--- src/hdl/spq_pkg.sv ---
// Shared types and constants for the sorted priority queue.
package spq_pkg;

  localparam int DEPTH    = 16;
  localparam int KEY_W    = 16;
  localparam int PAY_W    = 16;
  localparam int COUNT_W  = 5;
  localparam int OCC_W    = $clog2(DEPTH + 1);
  localparam int S_DATA_W = 32;
  localparam int M_DATA_W = 40;
  localparam int M_USER_W = 3;

  typedef enum logic [1:0] {
    ST_OK    = 2'd0,
    ST_FULL  = 2'd1,
    ST_EMPTY = 2'd2
  } status_e;

  typedef enum logic [2:0] {
    OP_NONE,
    OP_INSERT,
    OP_POP,
    OP_DROP_FULL,
    OP_POP_EMPTY
  } op_e;

  typedef enum logic {
    S_IDLE,
    S_RESP
  } state_e;

  typedef struct packed {
    op_e op;
  } cmd_t;

  typedef struct packed {
    logic full;
    logic empty;
  } stat_t;

endpackage

--- src/hdl/spq_ctrl.sv ---
// Handshake controller: takes requests, issues queue operations, holds the response slot.
module spq_ctrl (
  input  logic          clk_i,
  input  logic          rst_ni,
  input  logic          s_valid_i,
  input  logic          action_i,
  output logic          s_ready_o,
  output logic          m_valid_o,
  input  logic          m_ready_i,
  input  spq_pkg::stat_t stat_i,
  output spq_pkg::cmd_t  cmd_o
);
  import spq_pkg::*;

  state_e state_q, state_d;
  logic   accept;

  always_ff @(posedge clk_i or negedge rst_ni) begin
    if (!rst_ni) begin
      state_q <= S_IDLE;
    end else begin
      state_q <= state_d;
    end
  end

  always_comb begin
    state_d = state_q;
    unique case (state_q)
      S_IDLE: begin
        if (accept) state_d = S_RESP;
      end
      S_RESP: begin
        if (accept) state_d = S_RESP;
        else if (m_ready_i) state_d = S_IDLE;
      end
      default: state_d = S_IDLE;
    endcase
  end

  always_comb begin
    s_ready_o = 1'b0;
    m_valid_o = 1'b0;
    unique case (state_q)
      S_IDLE: s_ready_o = 1'b1;
      S_RESP: begin
        m_valid_o = 1'b1;
        // slot frees this cycle, so the next request may enter
        s_ready_o = m_ready_i;
      end
      default: s_ready_o = 1'b0;
    endcase
    accept = s_valid_i && s_ready_o;
    cmd_o.op = OP_NONE;
    if (accept) begin
      if (action_i) cmd_o.op = stat_i.empty ? OP_POP_EMPTY : OP_POP;
      else          cmd_o.op = stat_i.full  ? OP_DROP_FULL : OP_INSERT;
    end
  end

endmodule

--- src/hdl/spq_dpath.sv ---
// Datapath: sorted shift-register chain of entries, occupancy counter and response register.
module spq_dpath (
  input  logic                        clk_i,
  input  logic                        rst_ni,
  input  spq_pkg::cmd_t               cmd_i,
  input  logic [spq_pkg::KEY_W-1:0]   key_i,
  input  logic [spq_pkg::PAY_W-1:0]   payload_i,
  output spq_pkg::stat_t              stat_o,
  output logic                        res_valid_o,
  output logic [spq_pkg::KEY_W-1:0]   res_key_o,
  output logic [spq_pkg::PAY_W-1:0]   res_payload_o,
  output spq_pkg::status_e            res_status_o,
  output logic [spq_pkg::COUNT_W-1:0] res_count_o
);
  import spq_pkg::*;

  logic [KEY_W-1:0] key_q [DEPTH];
  logic [KEY_W-1:0] key_d [DEPTH];
  logic [PAY_W-1:0] pay_q [DEPTH];
  logic [PAY_W-1:0] pay_d [DEPTH];
  logic [DEPTH-1:0] gt;
  logic [OCC_W-1:0] occ_q, occ_d;

  logic               res_valid_q;
  logic [KEY_W-1:0]   res_key_q;
  logic [PAY_W-1:0]   res_pay_q;
  status_e            res_status_q;
  logic [COUNT_W-1:0] res_count_q;

  assign stat_o.full  = (occ_q == OCC_W'(DEPTH));
  assign stat_o.empty = (occ_q == '0);

  // gt marks held entries whose key is strictly above the new key; monotone in a sorted chain
  always_comb begin
    for (int i = 0; i < DEPTH; i++) begin
      gt[i] = (OCC_W'(i) < occ_q) && (key_q[i] > key_i);
    end
  end

  always_comb begin
    for (int i = 0; i < DEPTH; i++) begin
      key_d[i] = key_q[i];
      pay_d[i] = pay_q[i];
      if (cmd_i.op == OP_INSERT) begin
        if (gt[i] || (OCC_W'(i) == occ_q)) begin
          if (i > 0 && gt[(i > 0) ? i - 1 : 0]) begin
            key_d[i] = key_q[(i > 0) ? i - 1 : 0];
            pay_d[i] = pay_q[(i > 0) ? i - 1 : 0];
          end else begin
            key_d[i] = key_i;
            pay_d[i] = payload_i;
          end
        end
      end else if (cmd_i.op == OP_POP) begin
        if (i < DEPTH - 1) begin
          key_d[i] = key_q[(i < DEPTH - 1) ? i + 1 : i];
          pay_d[i] = pay_q[(i < DEPTH - 1) ? i + 1 : i];
        end
      end
    end
  end

  always_comb begin
    occ_d = occ_q;
    case (cmd_i.op)
      OP_INSERT: occ_d = occ_q + OCC_W'(1);
      OP_POP:    occ_d = occ_q - OCC_W'(1);
      default:   occ_d = occ_q;
    endcase
  end

  always_ff @(posedge clk_i or negedge rst_ni) begin
    if (!rst_ni) begin
      occ_q <= '0;
    end else begin
      occ_q <= occ_d;
    end
  end

  always_ff @(posedge clk_i) begin
    for (int i = 0; i < DEPTH; i++) begin
      key_q[i] <= key_d[i];
      pay_q[i] <= pay_d[i];
    end
    if (cmd_i.op != OP_NONE) begin
      res_valid_q <= (cmd_i.op == OP_POP);
      res_key_q   <= (cmd_i.op == OP_POP) ? key_q[0] : '0;
      res_pay_q   <= (cmd_i.op == OP_POP) ? pay_q[0] : '0;
      res_count_q <= COUNT_W'(occ_d);
      case (cmd_i.op)
        OP_DROP_FULL: res_status_q <= ST_FULL;
        OP_POP_EMPTY: res_status_q <= ST_EMPTY;
        default:      res_status_q <= ST_OK;
      endcase
    end
  end

  assign res_valid_o   = res_valid_q;
  assign res_key_o     = res_key_q;
  assign res_payload_o = res_pay_q;
  assign res_status_o  = res_status_q;
  assign res_count_o   = res_count_q;

  a_occ_bound: assert property (@(posedge clk_i) disable iff (!rst_ni)
    occ_q <= OCC_W'(DEPTH))
    else $error("occupancy above depth");

  a_insert_grows: assert property (@(posedge clk_i) disable iff (!rst_ni)
    cmd_i.op == OP_INSERT |=> occ_q == $past(occ_q) + OCC_W'(1))
    else $error("insert did not grow occupancy");

  a_pop_shrinks: assert property (@(posedge clk_i) disable iff (!rst_ni)
    cmd_i.op == OP_POP |=> occ_q == $past(occ_q) - OCC_W'(1))
    else $error("pop did not shrink occupancy");

  a_head_sorted: assert property (@(posedge clk_i) disable iff (!rst_ni)
    occ_q >= OCC_W'(2) |-> key_q[0] <= key_q[1])
    else $error("head entries out of order");

  a_pop_returns_head: assert property (@(posedge clk_i) disable iff (!rst_ni)
    cmd_i.op == OP_POP |=> res_valid_q && res_key_q == $past(key_q[0]))
    else $error("pop result is not the smallest entry");

endmodule

--- src/hdl/sorted_priority_queue.sv ---
// Sorted priority queue top level: stream ports, controller and datapath.
//
// Holds up to 16 entries (key, payload) sorted by ascending key; equal keys
// leave in arrival order.
// Input stream: s_axis_tuser = action (0 insert, 1 dequeue), s_axis_tdata
// = {payload, key}. Every request yields exactly one response on the
// output stream: tuser = {status, out_valid}, tdata = {count, payload, key}.
// Status 0 ok, 1 insert dropped because full, 2 dequeue on empty.
// The response is registered and appears in the cycle after the request is taken.
// Throughput: one request per cycle while the receiver keeps tready high;
// the whole insert or dequeue is a single shift of the entry chain, with
// every entry compared against the new key in parallel.
// The response waits in an output register; with the receiver stalled one
// response is held and no further request is taken until it leaves.
// Reset (rst_ni low, asynchronous) empties the queue and drops any pending
// response.
module sorted_priority_queue (
  input  logic                            clk_i,
  input  logic                            rst_ni,
  input  logic                            s_axis_tvalid,
  output logic                            s_axis_tready,
  input  logic [spq_pkg::S_DATA_W-1:0]    s_axis_tdata,  // [15:0] key, [31:16] payload
  input  logic                            s_axis_tuser,  // [0] action
  output logic                            m_axis_tvalid,
  input  logic                            m_axis_tready,
  output logic [spq_pkg::M_DATA_W-1:0]    m_axis_tdata,  // [15:0] out_key, [31:16] out_payload,
                                                         // [36:32] count, rest zero
  output logic [spq_pkg::M_USER_W-1:0]    m_axis_tuser   // [0] out_valid, [2:1] status
);
  import spq_pkg::*;

  cmd_t               cmd;
  stat_t              stat;
  logic               res_valid;
  logic [KEY_W-1:0]   res_key;
  logic [PAY_W-1:0]   res_pay;
  status_e            res_status;
  logic [COUNT_W-1:0] res_count;

  spq_ctrl u_ctrl (
    .clk_i     (clk_i),
    .rst_ni    (rst_ni),
    .s_valid_i (s_axis_tvalid),
    .action_i  (s_axis_tuser),
    .s_ready_o (s_axis_tready),
    .m_valid_o (m_axis_tvalid),
    .m_ready_i (m_axis_tready),
    .stat_i    (stat),
    .cmd_o     (cmd)
  );

  spq_dpath u_dpath (
    .clk_i         (clk_i),
    .rst_ni        (rst_ni),
    .cmd_i         (cmd),
    .key_i         (s_axis_tdata[KEY_W-1:0]),
    .payload_i     (s_axis_tdata[KEY_W+PAY_W-1:KEY_W]),
    .stat_o        (stat),
    .res_valid_o   (res_valid),
    .res_key_o     (res_key),
    .res_payload_o (res_pay),
    .res_status_o  (res_status),
    .res_count_o   (res_count)
  );

  assign m_axis_tdata = {(M_DATA_W - KEY_W - PAY_W - COUNT_W)'(0), res_count, res_pay, res_key};
  assign m_axis_tuser = {res_status, res_valid};

endmodule
--- config.mk ---
export PLATFORM = sky130hd
export DESIGN_NAME = sorted_priority_queue
export DESIGN_NICKNAME = d
export VERILOG_FILES = /design/src/hdl/spq_pkg.sv /design/src/hdl/spq_ctrl.sv /design/src/hdl/spq_dpath.sv /design/src/hdl/sorted_priority_queue.sv
export SDC_FILE = /design/constraint.sdc
export NUM_CORES = 1
export LEC_CHECK = 0
export BUFFER_PORTS_ARGS = -buffer_cell sky130_fd_sc_hd__buf_2
export CORE_ASPECT_RATIO = 1.25
export CORE_MARGIN = 2
export CORE_UTILIZATION = 60
export DETAILED_ROUTE_END_ITERATION = 10
export PLACE_DENSITY = 0.78
export SLEW_MARGIN = 0
export SYNTH_ARGS = -nofsm -noshare
export SYNTH_HDL_FRONTEND = slang
export SYNTH_SLANG_ARGS = --single-unit
--- constraint.sdc ---
create_clock -name clk_i -period 11.6 [get_ports clk_i]
set_input_delay 1.74 -clock clk_i [delete_from_list [all_inputs] [get_ports clk_i]]
set_output_delay 1.74 -clock clk_i [all_outputs]
set_load 0.05 [all_outputs]
After elaboration in Yosys (flattened, before gate mapping)
Memory sizes are Yosys's and may differ from the RTL's.
Index checks and enable logic that the tools add are counted.
Word-level totals
  register bits: 46
  RAM bits: 512
  input port bits: 37
  output and inout bits: 45
  memories: 2
Cells by class
  $add $sub $neg: 2
  order comparisons: 32
  equality and inequality tests: 20
  muxes and demuxes: 136
  bitwise operators: 1
  reductions and logical operators: 35
Memories
  u_dpath.key_q: words 16, width 16, rd ports 16, clocked after memory_dff 0, wr ports 16, line spq_dpath.sv:17  | logic [KEY_W-1:0] key_q [DEPTH];
  u_dpath.pay_q: words 16, width 16, rd ports 16, clocked after memory_dff 0, wr ports 16, line spq_dpath.sv:19  | logic [PAY_W-1:0] pay_q [DEPTH];
Operator list (count)
  16-bit two-way mux: 124
  16-bit > comparator: 16
  4-bit by 5-bit equality test with 1-bit output, first input constant: 8
  4-bit by 5-bit less-than comparator with 1-bit output, first input constant: 8
  3-bit by 5-bit equality test with 1-bit output, first input constant: 4
  3-bit by 5-bit less-than comparator with 1-bit output, first input constant: 4
  1-bit logical AND: 17
  1-bit logical OR: 16
  2-bit by 5-bit equality test with 1-bit output, first input constant: 2
  1-bit by 5-bit less-than comparator with 1-bit output, first input constant: 2
  2-bit by 5-bit less-than comparator with 1-bit output, first input constant: 2
  5-bit one-hot mux with 2 select lines: 1
  3-bit two-way mux: 3
  3-bit by 2-bit equality test with 1-bit output, second input constant: 2
  5-bit by 1-bit adder with 5-bit output, second input constant: 1
  1-bit by 5-bit equality test with 1-bit output, first input constant: 1
  5-bit equality test, second input constant: 1
  5-bit logical NOT: 1
  5-bit by 1-bit subtractor with 5-bit output, second input constant: 1
  1-bit two-way mux: 4
  1-bit one-hot mux with 2 select lines: 2
  2-bit one-hot mux with 2 select lines: 1
  3-bit by 1-bit equality test with 1-bit output, second input constant: 1
  3-bit equality test, second input constant: 1
  3 further kinds: 3

Logic depth before layout (Yosys ltp)
Gate-level depths: netlist (run 1).
  depth after elaboration: 7
  gate-level depth with buffers: 10

Cells and area by module
From an unflattened synthesis (run 1), not the netlist that was laid out.
Unflattened totals
  cells, all modules: 3174
  area, all modules: 33259.4 um^2
By module, submodules not included
  spq_dpath: times used 1, cells each 3161, area each 33146.8 um^2, sequential area each 16701.0 um^2
  spq_ctrl: times used 1, cells each 8, area each 78.8 um^2, sequential area each 25.0 um^2
  sorted_priority_queue: times used 1, cells each 5, area each 33.8 um^2, sequential area each 0.0 um^2

Least setup slack after synthesis (run 1)
OpenSTA, ideal clock, no wires.
  path kind: input port to flip-flop
  from: input s_axis_tdata[15] (netlist bit)
  to: memory u_dpath.key_q[14][4], in the netlist u_dpath.key_q[1][100] (enable)
  setup time: 466 ps
  arrival time: 5812 ps
  data required time: 11134 ps
  path slack: 5323 ps
  cell stages on the path: 9
  path buffers: 2
  path through: inv_1 -> ha_1 -> nand4_1 -> a2111oi_0 -> a21oi_1 -> a211o_1 -> clkbuf_1 -> buf_2 -> o21ai_0
RTL lines
  start, declared: line sorted_priority_queue.sv:22  | input logic [spq_pkg::S_DATA_W-1:0] s_axis_tdata,
  end, declared: line spq_dpath.sv:17

==> metrics.md, run 1 <==
| Metric | Value |
|---|---|
| Status | `complete, no violations` |
| Core Area | `roughly 55000 sq um` |
| Bufs on Longest Clock Path | `3` |
| Crit path max fanout | `28` |
| Die H | `approximately 270 microns` |
| Post-route setup TNS | `0 ns` |
| Internal Power | `~4.4 mW` |
| Max-slew violation count | `0` |
| Pwr/cell area | `around 190 nW/um^2` |
| DR pass1 iterations | `6` |
| CTS clk-pin slew, worst paths | `around 0.060 ns` |
| Post-synthesis instance total | `3029` |
| Post-Route WL | `approximately 89000 microns` |
| Final setup margin | `just over 6 ns` |
| WHS Path Cells | `2` |
| Initial drt markers | `2351` |
| Synthesized area | `between 30000 and 40000 sq um` |
| CTS sink cnt | `558` |
| Switch Pwr | `approximately 2.3 mW` |
| Global-route wire length before repair | `138000 microns` |
| GRT Total Usage | `30.6%` |
| Non-filler instance count after layout | `approximately 3800` |
| Post-Syn Area per Cell | `approximately 11 sq um` |
| Slowest stage cell, crit path | `a211o_1` |
| Seq cells post-synth | `~560` |
| Finished Cell Area | `35900 sq um` |
| Top cells by count, synth | `edfxtp_1 (552), a21oi_1 (520), nor2_1 (455)` |
| Part of the cycle the worst path needs | `a little under half` |
| H-Tree Depth | `2` |
| Clock latency on the worst-skew pair | `approximately 0.64 ns` |
| Fmax | `roughly 180 MHz` |
| Clk pwr share | `between 20% and 30%` |
| Remaining DRCs | `0` |
| Slew headroom | `roughly 20%` |
| DP HPWL | `61800 microns` |
| Seq pwr share | `42.2%` |
| Asr flop ratio synth | `1.08%` |
| Ys flop type | `edfxtp_1` |
| Logic gate share of total power | `between 30% and 40%` |
| Switching fraction of total power | `a little over a third` |
| Vias in the first global route | `about 25000` |
| Peak supply drop | `between 150 and 200 uV` |
| Number of distinct library cells after synthesis | `52` |
| Num CTS Buffers | `between 50 and 60` |
| Top-Level Pins | `slightly above 80` |
| Placed Cells | `~3700` |
| Antenna-violating nets left | `0` |
| Actual slew at the worst max-slew pin | `between 1 and 1.5 ns` |
| # hold bufs at CTS | `0` |
| Fill count | `4223` |
| IO Port Bufs | `78` |
| Gp weighted congestion | `around 0.95` |
| WP depth | `10` |
| CP cell instances | `buf_2, inv_1, ha_1, nand4_1, a2111oi_0, a21oi_1, a211o_1, buf_4, o21ai_4, buf_4` |
| Share of cells above drive strength 1 | `between 8 and 9%` |
| Reg2Reg Depth | `10` |
| Number of core rows | `96` |
| Reg2Reg Setup Slack | `between 6 and 7 ns` |
| P&R area growth vs syn | `7.75%` |
| Synth top area share | `between 40% and 50%` |
| Initial antenna violation count | `6` |
| Most frequent cell after synthesis | `edfxtp_1` |
| Dpl cell area | `approximately 34000 sq um` |
| Final Setup Violations | `0` |
| Die span in x | `215 microns` |
| Clk_skew | `approximately 0.038 ns` |
| Die ar. | `about 57000 sq um` |
| Dpl ws | `around 5.7 ns` |
| Multi-input gate area | `15600 sq um` |
| Vias | `roughly 24000` |
| CP Data Arrival Time | `roughly 5.7 ns` |
| Largest stage delay on the critical path | `0.66 ns` |
| Critical path data required time | `~12 ns` |
| Sequential Area | `roughly 17000 sq um` |
| Max_cap viols | `0` |
| Crit path max-delay family | `compound AO/OA/AOI/OAI gates` |
| EDFF count, synth | `552` |
| Critical path launch point type | `primary input` |
| Largest net degree at the start of global routing | `about 220` |
| Synth area leader | `edfxtp_1` |
| RSZ-0062 raised after global routing | `false` |
| Hold crit path type | `flip-flop to flip-flop` |
| Routed length per placed instance | `about 24 microns` |
| Resized cells post-CTS | `0` |
| Most used cell, CP | `buf_4` |
| CTS tree | `built` |
| Vias/cell | `~6.5` |
| CP Class | `primary input to flip-flop` |
| Layout Nets | `approximately 3300` |
| Static Leakage | `13.4 nW` |
| Overflow after GRT | `0` |
| Total number of yosys warnings | `0` |
| CP Buf/Inv Count | `4` |
| Register area share after synthesis | `roughly 50%` |
| Setup Buffers After CTS | `0` |
| Initial Utilization | `slightly above 60%` |
| Critical Path Sink Type | `flip-flop` |
| Fin crit period | `approximately 5.5 ns` |
| Synth area leaders | `edfxtp_1 (50%), mux2i_1 (13%), ha_1 (9.8%)` |
| Final Hold Vio Count | `0` |
| Root buffer cell | `clkbuf_16` |
[path summary, 6_finish.rpt]
check / start / endpoint
max: s_axis_tdata[13] / u_dpath.key_q[1][105]$_DFFE_PP_
min: u_dpath.pay_q[1][115]$_DFFE_PP_ / u_dpath.pay_q[1][99]$_DFFE_PP_
max reg2reg: u_dpath.occ_q[1]$_DFF_PN0_ / u_dpath.pay_q[0][60]$_DFFE_PP_
min reg2reg: u_dpath.pay_q[1][115]$_DFFE_PP_ / u_dpath.pay_q[1][99]$_DFFE_PP_
max in group asynchronous: rst_ni / u_dpath.occ_q[0]$_DFF_PN0_
min in group asynchronous: rst_ni / u_dpath.occ_q[1]$_DFF_PN0_
[state kept, by name, summed over array words and instances, names as in the netlist]
name / flops
u_dpath.occ_q: 5
u_dpath.key_q: 256
u_dpath.res_count_o: 5
u_ctrl.state_q: 1
u_dpath.res_status_o: 2
u_dpath.pay_q: 256
u_dpath.res_key_o: 16
u_dpath.res_valid_o: 1
u_dpath.res_payload_o: 16
[stage by stage]
step | hold WS (ns) | power [mW] | util (%)
final | 0.545 | 6.74 | 65.4
after global routing | 0.572 | 7.02 | 65.4
after CTS | 0.540 | 6.73 | 65.4
after detailed placement | 0.524 | 4.99 | 62.2
after global placement | 0.502 | 4.92 | 62.2
after floorplan | 0.496 | 4.42 | -
[kinds of logic (layout without fill, tap and decap cells)]
family                   count (synthesis)  in the layout  synth area share, %
AO/OA/AOI/OAI                          713            713                 12.1
XOR/XNOR                                 4              4                0.105
adder cells (fa/ha/maj)                261            261                 9.80
AND/OR/NAND/NOR                        769            769                 9.82
multiplexers                           481            481                 14.6
other                                    1              7               0.0113
flip-flops                             558            558                 50.2
buffers and inverters                  242            263                 3.41
[power groups by stage]
stage          Clock, mW  Combinational, mW  Sequential [mW]
6_report            1.75               2.15             2.84
5_1_grt             1.84               2.32             2.86
4_1_cts             1.77               2.12             2.84
3_5_place_dp           0               2.11             2.88
3_3_place_gp           0               2.05             2.87
2_1_floorplan          0               1.58             2.84
[placed cells by master (no fill, tap or decap), types with 6 or more instances in the layout]
cell / netlist / layout
o21ai_0: 81 / 77
clkinv_2: 0 / 8
a31oi_4: 0 / 7
o21a_1: 16 / 16
nand4_1: 59 / 59
nand2b_1: 7 / 7
clkbuf_1: 141 / 12
mux2i_1: 449 / 449
clkbuf_16: 0 / 56
nor2b_1: 17 / 17
clkinv_1: 0 / 16
nor4_1: 12 / 12
buf_2: 18 / 78
a2bb2oi_1: 10 / 10
buf_4: 31 / 45
nor2_1: 455 / 455
edfxtp_1: 552 / 552
nand2_1: 156 / 156
nand3_1: 11 / 11
and2_1: 34 / 34
a2111o_1: 11 / 11
inv_1: 36 / 36
a211oi_1: 10 / 10
a21o_1: 11 / 11
a21oi_1: 520 / 519
o211ai_1: 18 / 18
dfrtp_1: 6 / 6
ha_1: 261 / 261
mux2_2: 32 / 32
[layout make-up]
class                           count  share of cell area (%)
Tap cell                          735                    2.56
Sequential cell                   558                    46.6
Clock buffer                       68                    4.03
Clock inverter                     33                   0.784
Timing Repair Buffer              126                    2.20
Multi-Input combinational cell   2231                    43.4
Antenna cell                        4                  0.0279
Inverter                           36                   0.376
[worst register-to-register path: stages, from the launching register on]
cell and delay [ns]:
dfrtp_1 0.34, buf_4 0.22, inv_1 0.18, ha_1 0.30, and3_1 0.27, nor3_2 0.26
buf_12 0.51, buf_4 1.20, buf_4 1.00, nor2_1 0.23, a21oi_1 0.17
[metal layers]
metal / GRT usage, % / vias to the layer above / part of all wire, %
met5: 0 / - / 0.034
met4: 13.0 / 4 / 4.0
met3: 4.05 / 223 / 5.6
met2: 55.3 / 899 / 51
met1: 36.8 / 12088 / 39
li1: - / 11263 / -
Power figures use the tool's default switching activity.
==> run 2: changes to the inputs <==
==> constraint.sdc (replaced) <==
create_clock -name clk_i -period 5.3 [get_ports clk_i]
set_input_delay 0.795 -clock clk_i [delete_from_list [all_inputs] [get_ports clk_i]]
set_output_delay 0.795 -clock clk_i [all_outputs]
set_load 0.05 [all_outputs]
==> metrics.md, run 2 (synthesis gave the netlist of run 1 again) <==
| Metric | Value |
|---|---|
| Status | `complete, no violations` |
| Die span in x | `around 210 microns` |
| Crit path max fanout | `32` |
| Share of cells above drive strength 1 | `9.41%` |
| Critical path launch point type | `primary input` |
| Largest net degree at the start of global routing | `229` |
| Largest regs | `u_dpath.key_q (256), u_dpath.pay_q (256)` |
| Max_cap viols | `0` |
| Final core occ | `around two thirds` |
| Remaining DRCs | `0` |
| DR pass1 iterations | `6` |
| Pwr/cell area | `roughly 420 nW/um^2` |
| Vias | `roughly 24000` |
| Commonest non-fill, non-tap cells in the layout | `edfxtp_1 (552), a21oi_1 (519), nor2_1 (455), mux2i_1 (449), ha_1 (261)` |
| Post-Route WL | `89100 microns` |
| Min-delay src | `s_axis_tvalid` |
| Non-filler instance count after layout | `approximately 3800` |
| Final setup margin | `between 1 and 1.5 ns` |
| IO Port Bufs | `78` |
| Layout Nets | `3330` |
| Reg2Reg Setup Slack | `1.64 ns` |
| Dpl ws | `0.808 ns` |
| Peak supply drop | `323 uV` |
| Vias in the first global route | `25064` |
| Resized cells post-CTS | `0` |
| Root buffer cell | `clkbuf_16` |
| R2r startpoint | `u_dpath.occ_q[1]$_DFF_PN0_` |
| RSZ-0062 raised after global routing | `false` |
| Actual slew at the worst max-slew pin | `around 1.1 ns` |
| Vias/cell | `6.37` |
| P&R area growth vs syn | `8.97%` |
| CTS tree | `built` |
| Hold crit path type | `primary input to flip-flop` |
| Fin crit period | `about 3.9 ns` |
| Part of the cycle the worst path needs | `roughly three quarters` |
| GRT Total Usage | `30.7%` |
| Die H | `roughly 270 microns` |
| Num CTS Buffers | `59` |
| Slew headroom | `a little over a quarter` |
| Critical path data required time | `between 5 and 6 ns` |
| Gp weighted congestion | `between 0.9 and 1` |
| Core Area | `54900 sq um` |
| Max-slew violation count | `0` |
| Number of core rows | `96` |
| Static Leakage | `13.6 nW` |
| Overflow after GRT | `0` |
| Final Hold Vio Count | `0` |
| Initial antenna violation count | `6` |
| Placed Cells | `3705` |
| CTS clk-pin slew, worst paths | `0.06 ns` |
| Worst setup startpoint | `s_axis_tdata[7]` |
| Routed length per placed instance | `roughly 23 microns` |
| Top-Level Pins | `82` |
| DP HPWL | `around 63000 microns` |
| Clock latency on the worst-skew pair | `around 0.64 ns` |
| CP Class | `primary input to flip-flop` |
| Initial Utilization | `60.7%` |
| Die ar. | `approximately 57000 sq um` |
| Critical Path Sink Type | `flip-flop` |
| Clk_skew | `a little under 0.02 ns` |
| Bufs on Longest Clock Path | `3` |
| CTS sink cnt | `~560` |
| Global-route wire length before repair | `about 140000 microns` |
| Antenna-violating nets left | `0` |
| Post-route setup TNS | `0 ns` |
| H-Tree Depth | `2` |
| Final Setup Violations | `0` |
| Fmax | `~250 MHz` |
| CP Data Arrival Time | `about 4.2 ns` |
| Commonest non-fill, non-tap cell in the layout | `edfxtp_1` |
| Initial drt markers | `between 1500 and 2000` |
-- run 2: repair_timing --
action	CTS	global route
buffers inserted	0	0
hold endpoints to repair	6	0
hold buffers	1	0
-- run 2: routing by layer --
metal | vias to the layer above | wire length, microns | GRT usage (%)
li1 | 11304 | - | -
met1 | 12000 | 34000 | 35.6
met2 | 783 | 46300 | 56.3
met3 | 243 | 4400 | 3.60
met4 | 4 | 4340 | 14.9
met5 | - | 27 | 0
-- run 2: area by class of cell --
class,instances,area (sq um)
Tap cell,735,920
Multi-Input combinational cell,2231,15600
Sequential cell,558,16700
Inverter,36,135
Antenna cell,4,10.0
Timing Repair Buffer,146,978
Clock inverter,39,383
Fill cell,4288,18600
Clock buffer,71,1560
-- run 2: power breakdown --
group / switching [mW] / internal (mW) / leakage [nW]
Clock: 1.83 / 2.40 / 0.955
Sequential: 0.509 / 5.76 / 5.20
Combinational: 2.81 / 1.79 / 7.45
Total: 5.15 / 9.95 / 13.6
-- run 2: worst max-delay path, stage by stage --
cell and delay, ns:
buf_2 0.32, inv_1 0.45, ha_1 0.49, nand4_1 0.19, a2111oi_0 0.33, a21oi_1 0.07
a211o_1 0.57, buf_12 0.29, o21ai_4 0.14, buf_4 0.50
-- run 2: final timing paths --
check / to / cells past startpoint
max in group asynchronous: u_dpath.occ_q[0]$_DFF_PN0_ / 2
worst max-delay path: u_dpath.key_q[1][111]$_DFFE_PP_ / 10
worst min-delay path: u_ctrl.state_q$_DFF_PN0_ / 2
worst min register to register: u_dpath.pay_q[1][102]$_DFFE_PP_ / 2
worst max register to register: u_dpath.pay_q[1][13]$_DFFE_PP_ / 9
min in group asynchronous: u_dpath.occ_q[2]$_DFF_PN0_ / 2
-- run 2: stage by stage --
step	power (mW)	cell area, sq um	hold WS [ns]
3_5_place_dp	10.9	34300	0.514
2_1_floorplan	9.66	33300	0.496
6_report	15.1	36300	0.405
5_1_grt	15.7	36300	0.383
3_3_place_gp	10.7	34300	0.501
4_1_cts	15.1	36300	0.364
